===== config.mk =====
export PLATFORM = sky130hd
export DESIGN_NAME = exchange_sort_engine
export DESIGN_NICKNAME = d
export VERILOG_FILES = /design/src/esort_pkg.sv /design/src/esort_ram.sv /design/src/exchange_sort_engine.sv
export SDC_FILE = /design/constraint.sdc
export NUM_CORES = 1
export LEC_CHECK = 0
export ABC_CLOCK_PERIOD_IN_PS = 4200
export BUFFER_PORTS_ARGS = -buffer_cell sky130_fd_sc_hd__buf_4
export CAP_MARGIN = 20
export CORE_ASPECT_RATIO = 1.2
export CORE_MARGIN = 2
export CORE_UTILIZATION = 45
export DETAILED_ROUTE_END_ITERATION = 10
export PLACE_DENSITY_LB_ADDON = 0.1
export RECOVER_POWER = 50
export SETUP_SLACK_MARGIN = 0.15
export SYNTH_ARGS = -nofsm -noshare
export SYNTH_HDL_FRONTEND = slang
export SYNTH_SLANG_ARGS = --single-unit

===== constraint.sdc =====
create_clock -name clk -period 4.2 [get_ports clk]
set_input_delay 0.21 -clock clk [delete_from_list [all_inputs] [get_ports clk]]
set_output_delay 0.21 -clock clk [all_outputs]
set_load 0.05 [all_outputs]

===== src/esort_pkg.sv =====
// Shared constants for the exchange sort engine.
package esort_pkg;

  // Width of one key (unsigned Q8.8 score).
  localparam int KEY_W = 16;

  // Default capacity of the key store.
  localparam int MAX_KEYS_DEF = 16;

endpackage


===== src/esort_ram.sv =====
// Generic single-write, single-read RAM with a registered read port.
module esort_ram #(
  parameter int WIDTH = esort_pkg::KEY_W,
  parameter int DEPTH = esort_pkg::MAX_KEYS_DEF
) (
  input  logic                     clk,
  input  logic                     we,
  input  logic [$clog2(DEPTH)-1:0] wa,
  input  logic [WIDTH-1:0]         wd,
  input  logic [$clog2(DEPTH)-1:0] ra,
  output logic [WIDTH-1:0]         rd
);

  logic [WIDTH-1:0] mem [DEPTH];

  always_ff @(posedge clk) begin
    if (we) begin
      mem[wa] <= wd;
    end
    rd <= mem[ra];
  end

endmodule


===== src/exchange_sort_engine.sv =====
// Exchange sort engine top level: key loader, sort sequencer and output register.
// Key beats are accepted while loading; the block is not ready while it sorts and emits.
// After the last key beat, S_START issues the first read, and each position i then settles
// in a sweep over the later entries, paced by the one compare per cycle of the store's
// single read port. The first key leaves once position 0 has settled.
// Reset (rst, synchronous) empties the store and drops any beat held in the output register.
module exchange_sort_engine #(
  parameter int MAX_KEYS = esort_pkg::MAX_KEYS_DEF
) (
  input  logic                       clk,
  input  logic                       rst,
  // Input stream.
  input  logic                       s_tvalid,
  output logic                       s_tready,
  input  logic [esort_pkg::KEY_W-1:0] s_tdata,   // [15:0] key_in
  input  logic                       s_tlast,   // load_last
  // Output stream.
  output logic                       m_tvalid,
  input  logic                       m_tready,
  output logic [esort_pkg::KEY_W-1:0] m_tdata,   // [15:0] key_out
  output logic                       m_tlast    // emit_last
);

  import esort_pkg::*;

  localparam int ADDR_W = $clog2(MAX_KEYS);
  localparam int CNT_W  = $clog2(MAX_KEYS + 1);

  // The sequencer walks position i through the store. For each i it holds the
  // running minimum in ki and streams every later entry j past the shared
  // comparator, one per cycle. When the stored entry is smaller, ki goes back
  // into slot j and the smaller key becomes the new running minimum. At the end
  // of the sweep ki is the final key for position i, so it is emitted directly
  // and never written back: no later sweep reads position i again.
  typedef enum logic [2:0] {
    S_LOAD,   // accepting key beats
    S_START,  // read issued for the first position
    S_LOADI,  // key at position i arrives from the store
    S_INNER,  // compare and swap against later entries
    S_EMIT    // hand the settled key to the output register
  } state_t;

  state_t              state;
  logic [CNT_W-1:0]    count;    // keys held; set size during a sort
  logic [ADDR_W-1:0]   i;        // position being settled
  logic [CNT_W-1:0]    j;        // next entry to read
  logic [ADDR_W-1:0]   cmp_j;    // entry whose data is on the read port
  logic                cmp_vld;  // read port carries an entry to compare
  logic [KEY_W-1:0]    ki;       // running minimum for position i

  logic                ram_we;
  logic [ADDR_W-1:0]   ram_wa;
  logic [KEY_W-1:0]    ram_wd;
  logic [ADDR_W-1:0]   ram_ra;
  logic [KEY_W-1:0]    ram_rd;

  logic                in_beat;
  logic                has_room;
  logic                issue;
  logic                swap;
  logic                emit_free;
  logic                i_last;

  assign s_tready  = (state == S_LOAD);
  assign in_beat   = s_tvalid && s_tready;
  assign has_room  = (count < CNT_W'(MAX_KEYS));
  assign issue     = (j < count);
  assign swap      = (state == S_INNER) && cmp_vld && (ki > ram_rd);
  assign emit_free = !m_tvalid || m_tready;
  assign i_last    = ((CNT_W'(i) + CNT_W'(1)) == count);

  // Store port control.
  always_comb begin
    ram_we = 1'b0;
    ram_wa = cmp_j;
    ram_wd = ki;
    ram_ra = '0;
    unique case (state)
      S_LOAD: begin
        if (in_beat && has_room) begin
          ram_we = 1'b1;
          ram_wa = count[ADDR_W-1:0];
          ram_wd = s_tdata;
        end
      end
      S_START: begin
        ram_ra = i;
      end
      S_LOADI: begin
        ram_ra = j[ADDR_W-1:0];
      end
      S_INNER: begin
        ram_ra = j[ADDR_W-1:0];
        ram_we = swap;
      end
      S_EMIT: begin
        ram_ra = i + ADDR_W'(1);
      end
      default: begin
        ram_ra = '0;
      end
    endcase
  end

  // Sequencer state and the output register.
  always_ff @(posedge clk) begin
    if (rst) begin
      state    <= S_LOAD;
      count    <= '0;
      i        <= '0;
      j        <= '0;
      cmp_vld  <= 1'b0;
      m_tvalid <= 1'b0;
    end else begin
      // A beat taken downstream empties the register unless a new key is
      // loaded into it in the same cycle.
      if (m_tvalid && m_tready && (state != S_EMIT)) begin
        m_tvalid <= 1'b0;
      end
      unique case (state)
        S_LOAD: begin
          if (in_beat) begin
            // A key that finds the store full is dropped.
            if (has_room) begin
              count <= count + CNT_W'(1);
            end
            if (s_tlast) begin
              i     <= '0;
              state <= S_START;
            end
          end
        end
        S_START: begin
          j     <= CNT_W'(i) + CNT_W'(1);
          state <= S_LOADI;
        end
        S_LOADI: begin
          ki <= ram_rd;
          if (issue) begin
            cmp_vld <= 1'b1;
            cmp_j   <= j[ADDR_W-1:0];
            j       <= j + CNT_W'(1);
          end else begin
            cmp_vld <= 1'b0;
          end
          state <= S_INNER;
        end
        S_INNER: begin
          if (swap) begin
            ki <= ram_rd;
          end
          if (issue) begin
            cmp_vld <= 1'b1;
            cmp_j   <= j[ADDR_W-1:0];
            j       <= j + CNT_W'(1);
          end else begin
            cmp_vld <= 1'b0;
          end
          if (!cmp_vld && !issue) begin
            state <= S_EMIT;
          end
        end
        S_EMIT: begin
          if (emit_free) begin
            m_tvalid <= 1'b1;
            m_tdata  <= ki;
            m_tlast  <= i_last;
            if (i_last) begin
              count <= '0;
              state <= S_LOAD;
            end else begin
              // The read for the next position is issued in this cycle.
              i     <= i + ADDR_W'(1);
              j     <= CNT_W'(i) + CNT_W'(2);
              state <= S_LOADI;
            end
          end
        end
        default: begin
          state <= S_LOAD;
        end
      endcase
    end
  end

  esort_ram #(
    .WIDTH (KEY_W),
    .DEPTH (MAX_KEYS)
  ) u_store (
    .clk (clk),
    .we  (ram_we),
    .wa  (ram_wa),
    .wd  (ram_wd),
    .ra  (ram_ra),
    .rd  (ram_rd)
  );

`ifndef SYNTH
  a_count_bound: assert property (@(posedge clk) disable iff (rst)
    count <= CNT_W'(MAX_KEYS))
    else $error("key count exceeds store capacity");

  a_sort_nonempty: assert property (@(posedge clk) disable iff (rst)
    (state != S_LOAD) |-> (count != '0))
    else $error("sort running on an empty set");

  a_cmp_in_inner: assert property (@(posedge clk) disable iff (rst)
    cmp_vld |-> (state == S_INNER))
    else $error("compare pending outside the inner sweep");

  a_swap_addr: assert property (@(posedge clk) disable iff (rst)
    swap |-> (ram_wa != ram_ra) && (cmp_j > i))
    else $error("swap write collides with the read or the settled position");

  a_swap_lowers: assert property (@(posedge clk) disable iff (rst)
    swap |=> (ki < $past(ki)))
    else $error("swap did not lower the running minimum");
`endif

endmodule

; After elaboration in Yosys (flattened, before gate mapping)
; Memory sizes are Yosys's and may differ from the RTL's. A register that Yosys moved wholly into a read port is not among the register bits.
; Index checks and enable logic that the tools add are counted.
[totals]
regBits = 56
mem_bits_rw = 256
input_bits = 21
output_inout_bits = 19
wordCells = 93
n_memories = 1
[op_classes]
add_sub_neg = 5
order_cmp = 3
eq_ne = 15
mux = 35
bitwise_logic = 1
reduce_logical = 23
[mem_list]
columns = memory, words, word_bits, rd, rd_clocked_by_memory_dff, wr, line
row1 = u_store.mem, 16, 16, 1, 1, 1, esort_ram.sv:14  ; logic [WIDTH-1:0] mem [DEPTH];
[op_table]
columns = cell, n
row1 = $mux W16, 3
row2 = $mux W5, 7
row3 = $pmux W16 S2, 1
row4 = $mux W4, 6
row5 = $gt A16 B16 Y1, 1
row6 = $pmux W3 S5, 1
row7 = $pmux W5 S3, 1
row8 = $mux W3, 4
row9 = $pmux W4 S3, 1
row10 = $add A5 B1 Y5 const B, 2
row11 = $ne A2 B1 Y1 const B, 5
row12 = $pmux W5 S2, 1
row13 = $reduce_and A5 Y1, 2
row14 = $reduce_and A3 Y1, 3
row15 = $ne A2 B2 Y1 const B, 4
row16 = $pmux W4 S2, 1
row17 = $reduce_and A4 Y1, 2
row18 = $logic_and A1 B1 Y1, 7
row19 = $mux W1, 7
row20 = $eq A3 B2 Y1 const B, 2
row21 = $add A4 B1 Y5 const B, 1
row22 = $add A4 B2 Y5 const B, 1
row23 = $eq A5 B5 Y1, 1
row24 = $lt A5 B5 Y1, 1
row25 = other kinds (14), 17

; Longest topological paths before layout
[depth]
word_depth = 7
ltp_mapped = 10
ltp_nobuf = 8

; By module
; From an unflattened synthesis, not the netlist that was laid out.
[hier_totals]
cells_unflattened = 779
area_unflattened_um2 = 13272.7
[modules_own_cells]
columns = mod, n_inst, cells_per_inst, area_per_inst_um2, seq_area_each_um2
row1 = esort_ram, 1, 432, 10042.1, 8007.7
row2 = exchange_sort_engine, 1, 347, 3230.6, 1491.4

; Least setup slack after synthesis
; OpenSTA, ideal clock, no wires.
[synth_path]
path_kind = register -> register
start = reg ki[15]
end = reg ki[0], enable pin
setup_ns = 0.414
arrival_ns = 2.884
required_time_ns = 3.786
slack_ns = 0.901
stages_incl_launch_ff = 7
path_buffers = 0
synth_period_minus_slack_ns = 3.299
path_cell_list = edfxtp_1 > ha_1 > nand4_1 > or2_2 > a221oi_1 > o21ai_0 > a211oi_1
[synth_between]
elab_chain_cells = 4
[synth_rtl]
columns = item, line
row1 = from (decl), exchange_sort_engine.sv:49  ; logic [KEY_W-1:0] ki;
row2 = from (signal assigned), exchange_sort_engine.sv:138  ; ki <= ram_rd;
row3 = from (signal assigned), exchange_sort_engine.sv:150  ; ki <= ram_rd;
row4 = $gt A16 B16 Y1, exchange_sort_engine.sv:68  ; assign swap = (state == S_INNER) && cmp_vld && (ki > ram_rd);
row5 = $logic_and A1 B1 Y1, exchange_sort_engine.sv:68
row6 = $ne A2 B2 Y1 (no line), -
row7 = $reduce_and A3 Y1 (no line), -
; Every way passes these cells.
; A chain may end at the register's enable or synchronous reset.

; Worst setup path in the final report
[layout_path]
start = reg state[0]
end = mem u_store.mem[5][9] (netlist name) (data pin)
[layout_between]
elab_chain_cells = 5
[layout_rtl]
columns = item, line
row1 = from (decl), exchange_sort_engine.sv:43  ; state_t state;
row2 = from (signal assigned), exchange_sort_engine.sv:108  ; state <= S_LOAD;
row3 = from (signal assigned), exchange_sort_engine.sv:129  ; state <= S_START;
row4 = from (signal assigned), exchange_sort_engine.sv:135  ; state <= S_LOADI;
row5 = $logic_not A3 Y1 (*), "exchange_sort_engine.sv:64, exchange_sort_engine.sv:78"
row6 = $logic_and A1 B1 Y1, exchange_sort_engine.sv:65  ; assign in_beat = s_tvalid && s_tready;
row7 = $logic_and A1 B1 Y1, exchange_sort_engine.sv:80  ; if (in_beat && has_room) begin
row8 = $mux W16, exchange_sort_engine.sv:80
row9 = $mux W16 (*), exchange_sort_engine.sv:78  ; unique case (state)
row10 = via ram_wd[9], exchange_sort_engine.sv:53  ; logic [KEY_W-1:0] ram_wd;
row11 = to (decl), esort_ram.sv:14
; The timed path passes the listed nets; every way through them passes the cells marked *.

==> flow_summary.yaml <==
outcome:
  outcome: "complete, but fails checks"
  violations: "capacitance limit, slew limit"
logic_synthesis:
  yosys_register_bits: 328
  synth_top_flop_cell: "sky130_fd_sc_hd__edfxtp_1"
  syn-mean-instance-area_um2: 15.9
  synthXorXnorAreaFrac_pct: 0.507
  mappedNetlistArea_mm2: 0.0138
  synth_seq_area_share_pct: 68.7
  asyncSetResetFlopFracSynth_pct: 0
  ys.warnings.count: 0
  ys_types: 63
  dominant_combinational_cell_family_by_area_after_synthesis: "multiplexers"
  syn-num-nets: 912
  synth_edf_count: 293
  syn_inst: 867
  synth_simple_gate_area_share_pct: 3.86
  synth_compound_gate_area_share_pct: 6.52
  synth.mux.area_fraction_pct: 15.8
  synth_adder_area_share_pct: 2.17
placed_design:
  gp_congestion: 0.823
  dp.cells: 1280
  dp.final_hpwl_um: 22400
  portBuffers: 39
routing:
  firstDrtPassIters: 5
  drtIter0Drc: 626
  detail-route-antenna-nets: 0
  drt-total-wl_um: 33700
  viasPerCell: 5.74
  vias: 7691
  post_drt_wl_per_cell_um: 25.2
  drc: 0
cts:
  worst_setup_hold_path_clk_slew_ns: 0.06
  cts-root-buf: "sky130_fd_sc_hd__clkbuf_16"
  post_cts_resized: 0
  cts_htree_levels: 2
  insertion_delay_ns: 0.51
  cts-buffers-inserted: 34
  cts-hold-fix-buffers: 0
  tritoncts_clock_tree: "yes"
  clock_sinks: 328
  clk_path_buf_depth: 3
  cts_post_setup_buffers_inserted: 0
setup_path:
  crit_slowest_cell: "sky130_fd_sc_hd__clkbuf_1"
  worst_setup_slack_for_register_to_register_paths_ns: 0.59
  worstSetupStartpoint: "state[0]"
  reg2reg_from: "state[0]"
  cp_max_fo: 18
  ordered_list_of_cells_on_the_worst_path: "nor2_1 -> and4_1 -> clkbuf_1 -> mux2_1"
  reg2reg_depth: 4
  critical_path.startpoint_type: "register"
  end_point_of_the_critical_path: "u_store.mem[5][9]"
  timing.critical_path.slowest_cell_delay_ns: 0.92
  cp.depth: 4
  path_delay_family: "simple AND/OR/NAND/NOR gates"
  timing.setup.critical_path_class: "register to register"
  worst_ep_arrival_time_ns: 3.80
  crit-reg2reg-capture: "u_store.mem[5][9]"
  crit_path_end_kind: "register"
  timing.critical_path.buf_inv: 1
  req_time_crit_path_ns: 4.38
floorplanning:
  fp.coreArea_mm2: 0.0304
  io_pins: 40
  start_util_pct: 45.5
  fp.dieH_um: 196
  die_area_mm2: 0.0321
  die_w_um: 164
  rows: 70
sta:
  hold_violations: 0
  setup_viol_count_final: 0
  totalNegativeSetupSlack_ns: 0
  slew_at_the_pin_closest_to_its_max_slew_limit_ns: 1.72
  timing.slew.headroom_pct: -15.2
  min_period_over_period_pct: 86.1
  final_period_minus_worst_setup_slack_ns: 3.61
  timing.clock.skew_ns: 0.00992
  rsz0062_at_grt: "no"
  final_max_slew_viol_count: 18
  max_freq_mhz: 277
grt:
  grt_usage_pct: 21.3
  number_of_global_route_vias_before_repair: 7833
  antenna_found_initial: 0
  pin_count_of_the_biggest_net_entering_global_routing: 81
  globalRoute.totalOverflow: 0
  grt_first_pass_wirelength_um: 49800
cells_and_area:
  final_cells: 1340
  area_delta_synth_final_pct: 13.3
  final_common_cell: "sky130_fd_sc_hd__edfxtp_1"
  layout_common_cells: "sky130_fd_sc_hd__edfxtp_1 (293), sky130_fd_sc_hd__mux2i_1 (166), sky130_fd_sc_hd__clkbuf_16 (37), sky130_fd_sc_hd__buf_4 (37), sky130_fd_sc_hd__dfxtp_1 (35)"
  antenna_diode_instance_count: 0
  drive_gt1_share_pct: 15.4
  fin_nets: 965
power:
  vdd_ir_drop_max_uv: 300
  power_density_mw_per_mm2: 601
  total_leakage_power_uw: 0.00548
min_path:
  worstHoldStart: "rst"
  min_path_type: "input pin to register"
flow_run:
  drv_cap: 1
-- per-stage QoR --
stage / power (uW) / worst slack [ns] / area, um^2 / util (%) / hold WS [ns]
2_1_floorplan: 5780 / 0.901 / 13800 / - / 0.408
3_3_place_gp: 6680 / 0.921 / 14700 / 48.4 / 0.414
3_5_place_dp: 6720 / 0.860 / 14700 / 48.4 / 0.417
4_1_cts: 9540 / 0.834 / 15800 / 51.8 / 0.0426
5_1_grt: 9820 / 0.387 / 15700 / 51.5 / 0.0643
6_report: 9420 / 0.585 / 15700 / 51.5 / 0.0546
-- layout make-up --
cell class | count | area, um^2
Fill cell | 2503 | 14700
Sequential cell | 328 | 9500
Multi-Input combinational cell | 467 | 4100
Clock buffer | 47 | 963
Tap cell | 396 | 495
Timing Repair Buffer | 62 | 422
Inverter | 27 | 101
Clock inverter | 13 | 81.3
-- routing by layer --
| metal | global-route usage, % | vias up | wire (um) |
|---|---|---|---|
| met5 | 0 | - | 0 |
| li1 | - | 3525 | - |
| met1 | 28.4 | 3895 | 14400 |
| met3 | 3.55 | 49 | 1760 |
| met2 | 36.0 | 222 | 16700 |
| met4 | 6.24 | 0 | 851 |
-- report_power, final --
group / internal (uW) / switching (uW)
Sequential: 4100 / 199
Clock: 1660 / 1160
Combinational: 737 / 1560
Total: 6490 / 2920
-- registers in the layout, indices dropped and copies added (netlist names) --
name,cells
i,4
cmp_j,4
state,3
cmp_vld,1
j,5
u_store.rd,16
m_tvalid,1
count,5
m_tlast,1
u_store.mem,256
ki,16
m_tdata,16
-- cells in the mapped netlist (7+ instances only) --
library cell / instances / area share (%)
sky130_fd_sc_hd__nor3_1: 7 / 0.25
sky130_fd_sc_hd__o221ai_1: 15 / 0.95
sky130_fd_sc_hd__mux2i_1: 166 / 12
sky130_fd_sc_hd__a22oi_1: 17 / 0.92
sky130_fd_sc_hd__ha_1: 24 / 2.2
sky130_fd_sc_hd__a21oi_1: 36 / 1.3
sky130_fd_sc_hd__a31oi_1: 7 / 0.32
sky130_fd_sc_hd__inv_1: 27 / 0.73
sky130_fd_sc_hd__nand3_1: 9 / 0.33
sky130_fd_sc_hd__clkbuf_1: 13 / 0.35
sky130_fd_sc_hd__edfxtp_1: 293 / 64
sky130_fd_sc_hd__o21ai_0: 15 / 0.54
sky130_fd_sc_hd__buf_2: 24 / 0.87
sky130_fd_sc_hd__nand2_1: 18 / 0.49
sky130_fd_sc_hd__nand4_1: 8 / 0.36
sky130_fd_sc_hd__nor2_1: 17 / 0.46
sky130_fd_sc_hd__mux2_2: 46 / 3.7
sky130_fd_sc_hd__dfxtp_1: 35 / 5.1
-- logic make-up after synthesis --
logic type	count (synthesis)
muxes	212
buffers and inverters	72
DFF	328
and+or+nand+nor	95
adders and majority gates	24
AOI/OAI and AO/OA	128
xor gates and xnor gates	8
-- worst min path at each step --
stage / cells after the start / end / slack, ns
2_1_floorplan: 0 / ki[10] / 0.41
3_3_place_gp: 0 / ki[1] / 0.41
3_5_place_dp: 0 / ki[11] / 0.42
4_1_cts: 2 / count[0] / 0.04
5_1_grt: 2 / i[2] / 0.06
6_report: 2 / count[0] / 0.05
(Power assumes the default switching activity.)
